<file path="config.mk">
export PLATFORM = sky130hd
export DESIGN_NAME = smbios_table_string_extractor
export DESIGN_NICKNAME = d
export VERILOG_FILES = /design/src/stbx_pkg.sv /design/src/stbx_walk.sv /design/src/stbx_out.sv /design/src/smbios_table_string_extractor.sv
export SDC_FILE = /design/constraint.sdc
export NUM_CORES = 1
export LEC_CHECK = 0
export ABC_AREA = 1
export BUFFER_PORTS_ARGS = -buffer_cell sky130_fd_sc_hd__buf_2
export CAP_MARGIN = 40
export CORE_MARGIN = 3
export CORE_UTILIZATION = 53
export DETAILED_ROUTE_END_ITERATION = 10
export GPL_ROUTABILITY_DRIVEN = 0
export PLACE_DENSITY = 0.7
export SLEW_MARGIN = 20
export SYNTH_ARGS = -nofsm -noshare
export SYNTH_HDL_FRONTEND = slang
export SYNTH_HIERARCHICAL = 1
export SYNTH_SLANG_ARGS = --single-unit
</file>
<file path="constraint.sdc">
create_clock -name clk -period 4.6 [get_ports clk]
set_clock_uncertainty 0.15 [all_clocks]
set_input_delay 0.92 -clock clk [delete_from_list [all_inputs] [get_ports clk]]
set_output_delay 0.92 -clock clk [all_outputs]
set_load 0.005 [all_outputs]
</file>
<file path="src/stbx_pkg.sv">
// ----------------------------------------------------------------------------
// stbx_pkg: shared types and constants
// Types and constants shared by the structure table string extractor modules.
// ----------------------------------------------------------------------------
`default_nettype none

package stbx_pkg;

	localparam int unsigned STRING_BUFFER = 64;

	localparam logic [7:0] CharLimit = 8'(STRING_BUFFER - 1);

	localparam logic [0:0] CfgTableLength    = 1'b0;
	localparam logic [0:0] CfgStructureCount = 1'b1;

	localparam logic [7:0] KindBios   = 8'h00;
	localparam logic [7:0] KindSystem = 8'h01;

	localparam logic [7:0] OffsetFirst  = 8'h04;
	localparam logic [7:0] OffsetSecond = 8'h05;
	localparam logic [7:0] OffsetThird  = 8'h08;

	localparam logic [2:0] FieldSystemBase = 3'd3;

	typedef struct packed {
		logic [2:0] mask;
		logic [7:0] ch;
		logic       fin;
		logic       kind_sys;
	} grp_t;

endpackage

`default_nettype wire

</file>
<file path="src/stbx_walk.sv">
// ----------------------------------------------------------------------------
// stbx_walk: structure table walker
// Holds the walk state and configuration, and works out from each accepted
// byte the group of results that it causes.
// ----------------------------------------------------------------------------
`default_nettype none

module stbx_walk (
	input  wire              clk,
	input  wire              arst_n,
	input  wire              accept,
	input  wire  [7:0]       table_byte,
	input  wire              restart,
	input  wire              cfg_we,
	input  wire  [0:0]       cfg_index,
	input  wire  [15:0]      cfg_wdata,
	output stbx_pkg::grp_t   grp
);
	import stbx_pkg::*;

	logic [15:0] table_length_q, structure_count_q;
	logic [15:0] byte_offset_q, structures_done_q;
	logic [7:0]  pos_q, flen_q, kind_q, cur_num_q, chars_q;
	logic [7:0]  wanted_q [3];
	logic        prev_zero_q, in_str_q, finished_q, trunc_q;

	logic [15:0] e_off, e_sd, n_off, n_sd;
	logic [7:0]  e_pos, e_flen, e_kind, e_cur, e_chars;
	logic [7:0]  n_pos, n_flen, n_kind, n_cur, n_chars;
	logic [7:0]  e_wanted [3];
	logic [7:0]  n_wanted [3];
	logic        e_prev, e_in, e_fin, e_trunc;
	logic        n_prev, n_in, n_fin, n_trunc;
	logic        done;
	logic [2:0]  hit;
	logic [8:0]  pos_inc;
	grp_t        g;

	always_comb begin
		e_off   = restart ? 16'd0 : byte_offset_q;
		e_sd    = restart ? 16'd0 : structures_done_q;
		e_pos   = restart ? 8'd0 : pos_q;
		e_flen  = restart ? 8'd0 : flen_q;
		e_kind  = restart ? 8'd0 : kind_q;
		e_cur   = restart ? 8'd0 : cur_num_q;
		e_chars = restart ? 8'd0 : chars_q;
		e_prev  = restart ? 1'b0 : prev_zero_q;
		e_in    = restart ? 1'b0 : in_str_q;
		e_fin   = restart ? 1'b0 : finished_q;
		e_trunc = restart ? 1'b0 : trunc_q;
		for (int s = 0; s < 3; s++) begin
			e_wanted[s] = restart ? 8'd0 : wanted_q[s];
			hit[s] = (e_wanted[s] != 8'd0) && (e_wanted[s] == e_cur);
		end

		n_off = e_off; n_sd = e_sd; n_pos = e_pos; n_flen = e_flen; n_kind = e_kind;
		n_cur = e_cur; n_chars = e_chars; n_prev = e_prev; n_in = e_in;
		n_fin = e_fin; n_trunc = e_trunc;
		for (int s = 0; s < 3; s++) begin
			n_wanted[s] = e_wanted[s];
		end
		pos_inc = {1'b0, e_pos} + 9'd1;

		g.mask     = 3'b000;
		g.ch       = 8'd0;
		g.fin      = 1'b0;
		g.kind_sys = (e_kind != KindBios);

		done = e_fin || (e_off >= table_length_q) || (e_sd >= structure_count_q);
		if (done) begin
			n_fin = 1'b1;
		end else begin
			if (e_off != 16'hFFFF) begin
				n_off = e_off + 16'd1;
			end
			if (!e_in) begin
				if (e_pos == 8'd0) begin
					n_kind = table_byte;
					for (int s = 0; s < 3; s++) begin
						n_wanted[s] = 8'd0;
					end
				end else if (e_pos == 8'd1) begin
					n_flen = table_byte;
				end else if (e_kind == KindBios) begin
					if (e_pos == OffsetFirst) begin
						n_wanted[0] = table_byte;
					end else if (e_pos == OffsetSecond) begin
						n_wanted[1] = table_byte;
					end else if (e_pos == OffsetThird) begin
						n_wanted[2] = table_byte;
					end
				end else if (e_kind == KindSystem) begin
					if (e_pos == OffsetFirst) begin
						n_wanted[0] = table_byte;
					end else if (e_pos == OffsetSecond) begin
						n_wanted[1] = table_byte;
					end
				end
				if ((e_pos != 8'd0) && (pos_inc >= {1'b0, n_flen})) begin
					n_in    = 1'b1;
					n_cur   = 8'd1;
					n_chars = 8'd0;
					n_trunc = 1'b0;
					n_prev  = 1'b0;
					n_pos   = 8'd0;
				end else begin
					n_pos = pos_inc[7:0];
				end
			end else if (table_byte == 8'd0) begin
				if (e_prev) begin
					if (e_sd != 16'hFFFF) begin
						n_sd = e_sd + 16'd1;
					end
					n_in   = 1'b0;
					n_pos  = 8'd0;
					n_prev = 1'b0;
				end else begin
					if ((e_chars != 8'd0) && !e_trunc) begin
						g.mask = hit;
					end
					g.fin = 1'b1;
					if ((e_cur != 8'd0) && (e_cur != 8'hFF)) begin
						n_cur = e_cur + 8'd1;
					end else begin
						n_cur = 8'd0;
					end
					n_chars = 8'd0;
					n_trunc = 1'b0;
					n_prev  = 1'b1;
				end
			end else begin
				n_prev = 1'b0;
				if (e_chars < CharLimit) begin
					g.mask  = hit;
					g.ch    = table_byte;
					n_chars = e_chars + 8'd1;
				end else begin
					if (!e_trunc) begin
						g.mask = hit;
					end
					g.fin   = 1'b1;
					n_trunc = 1'b1;
				end
			end
		end
	end

	assign grp = g;

	always_ff @(posedge clk or negedge arst_n) begin
		if (!arst_n) begin
			table_length_q    <= 16'd0;
			structure_count_q <= 16'd0;
			byte_offset_q     <= 16'd0;
			structures_done_q <= 16'd0;
			pos_q             <= 8'd0;
			flen_q            <= 8'd0;
			kind_q            <= 8'd0;
			cur_num_q         <= 8'd0;
			chars_q           <= 8'd0;
			prev_zero_q       <= 1'b0;
			in_str_q          <= 1'b0;
			finished_q        <= 1'b0;
			trunc_q           <= 1'b0;
			for (int s = 0; s < 3; s++) begin
				wanted_q[s] <= 8'd0;
			end
		end else begin
			if (cfg_we) begin
				case (cfg_index)
					CfgTableLength:    table_length_q <= cfg_wdata;
					CfgStructureCount: structure_count_q <= cfg_wdata;
					default: ;
				endcase
			end
			if (accept) begin
				byte_offset_q     <= n_off;
				structures_done_q <= n_sd;
				pos_q             <= n_pos;
				flen_q            <= n_flen;
				kind_q            <= n_kind;
				cur_num_q         <= n_cur;
				chars_q           <= n_chars;
				prev_zero_q       <= n_prev;
				in_str_q          <= n_in;
				finished_q        <= n_fin;
				trunc_q           <= n_trunc;
				for (int s = 0; s < 3; s++) begin
					wanted_q[s] <= n_wanted[s];
				end
			end
		end
	end

`ifndef SYNTHESIS
	a_finished_holds: assert property (@(posedge clk) disable iff (!arst_n)
		finished_q && !(accept && restart) |=> finished_q)
		else $error("walk left the finished state without a restart");
	a_chars_bounded: assert property (@(posedge clk) disable iff (!arst_n)
		chars_q <= CharLimit)
		else $error("character count passed the buffer limit");
	a_no_result_when_done: assert property (@(posedge clk) disable iff (!arst_n)
		accept && done |-> g.mask == 3'b000)
		else $error("result produced after the walk finished");
`endif

endmodule

`default_nettype wire

</file>
<file path="src/stbx_out.sv">
// ----------------------------------------------------------------------------
// stbx_out: result register and serialiser
// Registers the group of results of one byte and hands them out one item
// per cycle while the receiver is ready, in field order.
// ----------------------------------------------------------------------------
`default_nettype none

module stbx_out (
	input  wire                  clk,
	input  wire                  arst_n,
	input  wire                  load,
	input  wire stbx_pkg::grp_t  grp,
	output logic                 can_load,
	output logic                 out_valid,
	input  wire                  out_ready,
	output logic [2:0]           field_id,
	output logic [7:0]           char_code,
	output logic                 string_end,
	output logic                 last_in_run
);
	import stbx_pkg::*;

	logic [2:0] mask_q;
	logic [7:0] ch_q;
	logic       fin_q, kind_sys_q;
	logic [2:0] sel;
	logic [2:0] slot;
	logic       take;

	always_comb begin
		sel  = 3'b000;
		slot = 3'd0;
		if (mask_q[0]) begin
			sel = 3'b001; slot = 3'd0;
		end else if (mask_q[1]) begin
			sel = 3'b010; slot = 3'd1;
		end else if (mask_q[2]) begin
			sel = 3'b100; slot = 3'd2;
		end
	end

	assign out_valid   = (mask_q != 3'b000);
	assign take        = out_valid && out_ready;
	assign last_in_run = ((mask_q & ~sel) == 3'b000);
	assign can_load    = !out_valid || (take && last_in_run);
	assign field_id    = kind_sys_q ? (FieldSystemBase + slot) : slot;
	assign char_code   = ch_q;
	assign string_end  = fin_q;

	always_ff @(posedge clk or negedge arst_n) begin
		if (!arst_n) begin
			mask_q <= 3'b000;
		end else if (load) begin
			mask_q <= grp.mask;
		end else if (take) begin
			mask_q <= mask_q & ~sel;
		end
	end

	always_ff @(posedge clk) begin
		if (load) begin
			ch_q       <= grp.ch;
			fin_q      <= grp.fin;
			kind_sys_q <= grp.kind_sys;
		end
	end

`ifndef SYNTHESIS
	a_load_only_when_free: assert property (@(posedge clk) disable iff (!arst_n)
		load |-> can_load)
		else $error("result group overwritten before it was drained");
	a_group_shows: assert property (@(posedge clk) disable iff (!arst_n)
		load && (grp.mask != 3'b000) |=> out_valid)
		else $error("loaded result group not presented");
	a_end_char_zero: assert property (@(posedge clk) disable iff (!arst_n)
		out_valid && string_end |-> char_code == 8'd0)
		else $error("end marker carries a character");
`endif

endmodule

`default_nettype wire

</file>
<file path="src/smbios_table_string_extractor.sv">
// ----------------------------------------------------------------------------
// smbios_table_string_extractor: structure table string extractor
// Walks the structure table byte by byte and streams the characters of the
// BIOS vendor, version and date strings and the system manufacturer and
// product strings, each tagged with its field.
//
// Usage: write table_length and structure_count through the write port while
// the block is idle, then send the table bytes on the input channel, with
// restart set on the first byte of each table. Results leave on the output
// channel, one item per character or end marker; last_in_run flags the final
// result caused by one byte. A byte causes zero to three results.
// Latency: a result appears on the cycle after its byte is accepted.
// Throughput: one byte per cycle while each byte causes at most one result
// and the receiver is ready; a byte with more results stalls the input until
// its last result leaves, as the single result register drains one per cycle.
// Reset clears the configuration, the walk state and the result register's mask.
// When the receiver stalls, the result is held and a new byte is taken only
// once the last pending result of the previous byte is leaving.
// ----------------------------------------------------------------------------
`default_nettype none

module smbios_table_string_extractor (
	input  wire         clk,
	input  wire         arst_n,
	input  wire         in_valid,
	output logic        in_ready,
	input  wire  [7:0]  table_byte,
	input  wire         restart,
	output logic        out_valid,
	input  wire         out_ready,
	output logic [2:0]  field_id,
	output logic [7:0]  char_code,
	output logic        string_end,
	output logic        last_in_run,
	input  wire         cfg_we,
	input  wire  [0:0]  cfg_index,
	input  wire  [15:0] cfg_wdata
);
	import stbx_pkg::*;

	grp_t grp;
	logic accept;
	logic can_load;

	assign in_ready = can_load;
	assign accept   = in_valid && can_load;

	stbx_walk u_walk (
		.clk        (clk),
		.arst_n     (arst_n),
		.accept     (accept),
		.table_byte (table_byte),
		.restart    (restart),
		.cfg_we     (cfg_we),
		.cfg_index  (cfg_index),
		.cfg_wdata  (cfg_wdata),
		.grp        (grp)
	);

	stbx_out u_out (
		.clk         (clk),
		.arst_n      (arst_n),
		.load        (accept),
		.grp         (grp),
		.can_load    (can_load),
		.out_valid   (out_valid),
		.out_ready   (out_ready),
		.field_id    (field_id),
		.char_code   (char_code),
		.string_end  (string_end),
		.last_in_run (last_in_run)
	);

endmodule

`default_nettype wire

</file>
==> run summary <==
Number of DRC markers in iteration 0: 1044
Number of enable flip-flop cells after synthesis: 10
Final Non-Filler Cells: 1905
Vias in the first global route: 10100
TritonRoute pass-1 iters: 7
Fin crit share: 83.0%
Synth cell count leaders: nand2_1, inv_1, nor2_1, dfrtp_1, nand3_1
Delay-heaviest family, CP: simple AND/OR/NAND/NOR gates
Pwr Density: 475 mW/mm2
Switching Fraction: 42.1%
# Post-CTS Setup Buffers: 0
Via Count: 10500
Crit path buf inv count: 1
Most numerous cell in the Yosys netlist: nand2_1
Root buf cell: clkbuf_16
Syn nets: 1676
Initial Util: 54.5%
Max VDD drop: 0.260 mV
CP max stage cell: o21ai_0
Flip-flop and latch count after synthesis: 145
Rows: 51
Sequential power share: 32.8%
Clock Power Share: 28.0%
Sequential element share of the synthesized area: 34.2%
Critical Path AT: 3.95 ns
CTS tree: done
Die W: 148 um
Status: completed
Placed Cells incl. Taps: 1871
Core ar.: 0.0197 mm2
Hold_buf cts: 0
Largest net degree at the start of global routing: 49
Cell count after synthesis: 1596
HPWL after detailed placement: 21600 um
Logic pwr share: 39.2%
Synth Cell Area: 0.0107 mm2
First-pass GRT wire length: 51100 um
Max Slew Vio Count: 0
Leading area contributor after synthesis: dfrtp_1
Gr usage total: 28.4%
Worst slew margin: 54.9%
Critical Path Max Stage Delay: 0.33 ns
Cell variety after synth: 46
Ranking of synthesized cells by area: dfrtp_1, nand2_1, inv_1
Crit path capture type: flip-flop
Worst Hold Slack: 0.273 ns
Skew-Pair Late Insertion Delay: 0.42 ns
Top cell type's share of synthesized area: 31.4%
Post-CTS sizing: 0
CP startpoint kind: input pin
Reg clk slew, reported paths: 0.07 ns
Fraction of registers with async set/reset: 93.1%
Worst path cell trace: buf_2 > nor2_1 > ha_1 > nand2_1 > nor2_1 > nand2_2 > o21ai_0 > ha_1 > a21oi_1 > nand3_1 > nand2_1 > nand2_1 > nand2_1 > nand2_1 > nand2_1 > nand2_1 > nand2_4 > nand2_4 > nand2_4 > nand2_1 > nand2_1 > o21ai_0
Deepest clock path buffer count: 2
TritonCTS Sinks: 145
Share of layout cells above drive strength 1: 9.39%
TritonCTS buffer count: 17
Total grt overflow: 0
Minimum clock period: 3.82 ns
I/O pins: 46
FILL cells: 1851
Worst r2r src: u_walk/pos_q[0]$_DFFE_PN0P_
DRC viols: 0
Mean area per synthesized cell: 6.73 um2
Final worst setup slack: 0.781 ns
Htree depth: 4
Top_reg_cell synth: dfrtp_1
Layout Area Growth over Synthesis: 10.3%
Pint: 3.26 mW
Remaining antenna violation count: 0
Setup Total Neg Slack: 0 ns
DR vias/cell: 5.51
Final Routed Wirelength: 30300 um
RSZ-0062 raised after global routing: false
Power Total: 5.63 mW
Post-layout net count: 1707
Max Cap Viol: 0
Crit Path Category: input pin to flip-flop
I/O Buffers: 45
Routed len/inst: 15.9 um
Worst slew pin tran: 0.676 ns
Fmax: 262 MHz
Setup WS pre-CTS: 0.339 ns
Die area: 0.0220 mm2
P_sw: 2.37 mW
Synthesis Warnings: 6
LEAKAGE: 6.20 nW
Setup violations, final: 0
CP Max Fanout: 17
Crit-path most repeated cell: nand2_1
Diodes inserted: 0
Critical Path RT: 4.73 ns
CP startpoint: restart
Hold Crit Class: input pin to asynchronous set/reset pin
Final hold vios: 0
Initial antenna violation count: 0
Die extent in y: 148 um
[cell families (layout without fill, tap and decap cells)]
| family | after synthesis | in the layout | share of synthesized area, % |
|---|---|---|---|
| AND/OR/NAND/NOR | 867 | 867 | 35.4 |
| buffers and inverters | 293 | 337 | 11.6 |
| XOR/XNOR | 29 | 29 | 2.36 |
| AO/OA/AOI/OAI | 213 | 213 | 10.7 |
| flip-flops | 145 | 145 | 34.2 |
| adder cells (fa/ha/maj) | 49 | 49 | 5.70 |
[layer usage]
metal,global-route usage [%],part of all wire (%),up-vias
met5,0,0,-
met4,8.82,2.0,0
met3,4.51,7.4,65
met2,45.0,46,419
met1,40.2,44,4837
li1,-,-,5172
[worst paths after layout]
check                      slack, ns                         endpoint  cells after the start
max                             0.78  u_walk/cur_num_q[0]$_DFFE_PN0P_                     22
max in group asynchronous       3.03     u_walk/kind_q[4]$_DFFE_PN0P_                      3
min reg2reg                     0.33     u_walk/flen_q[2]$_DFFE_PN0P_                      2
min                             0.27    u_walk/chars_q[4]$_DFFE_PN0P_                      1
min in group clk                0.33     u_walk/flen_q[2]$_DFFE_PN0P_                      2
max reg2reg                     1.02  u_walk/cur_num_q[0]$_DFFE_PN0P_                     22
[power groups by stage]
stage / Sequential (mW) / Combinational, mW / Clock (mW)
6_report: 1.84 / 2.21 / 1.58
5_1_grt: 1.88 / 2.52 / 1.65
4_1_cts: 1.83 / 2.18 / 1.61
3_5_place_dp: 1.85 / 2.16 / 0
3_3_place_gp: 1.85 / 2.12 / 0
2_1_floorplan: 1.76 / 1.70 / 0
[stage by stage]
step	instance area (um2)	utilization [%]
CTS	11800	60.0
global route	11900	60.1
floorplan	10700	-
finish	11900	60.1
global placement	11100	56.5
detailed placement	11200	56.6
[area by class of cell]
| type | instances | area, um2 | area share [%] |
|---|---|---|---|
| multi-input cells | 1158 | 5830 | 49.2 |
| repair buffers | 67 | 457 | 3.85 |
| well taps | 265 | 332 | 2.80 |
| clock inverters | 14 | 225 | 1.90 |
| clock buffers | 18 | 439 | 3.70 |
| inverters | 238 | 897 | 7.57 |
| flip-flops and latches | 145 | 3680 | 31.0 |
[placed cells by master, fill, tap and decap left out, types with 2 or more instances in the layout]
master,count
bufinv_16,5
nor4_1,10
buf_12,2
nand3b_1,6
inv_2,7
inv_6,3
nand4_1,29
ha_1,49
nor2_4,10
nor2_1,174
o22ai_1,21
inv_1,229
edfxtp_1,10
xor2_1,21
o21ai_1,18
buf_2,44
nor2_2,8
nand2_2,7
nor3_1,24
a21oi_1,72
o221ai_1,3
nand2_1,461
o21ai_0,84
xnor2_1,8
dfrtp_1,135
o211ai_1,6
nand2_4,8
o21ai_2,2
o21a_1,2
clkinv_4,4
buf_4,17
inv_4,2
nor3_2,3
nand3_1,120
buf_8,2
clkbuf_16,17
[flip-flops by register name, summed over array words and instances, names as in the netlist, 16 cells and up]
name	count
u_walk/byte_offset_q	16
u_walk/structure_count_q	16
u_walk/structures_done_q	16
u_walk/wanted_q	24
u_walk/table_length_q	16
No activity file was read; power rests on OpenSTA's default activity.
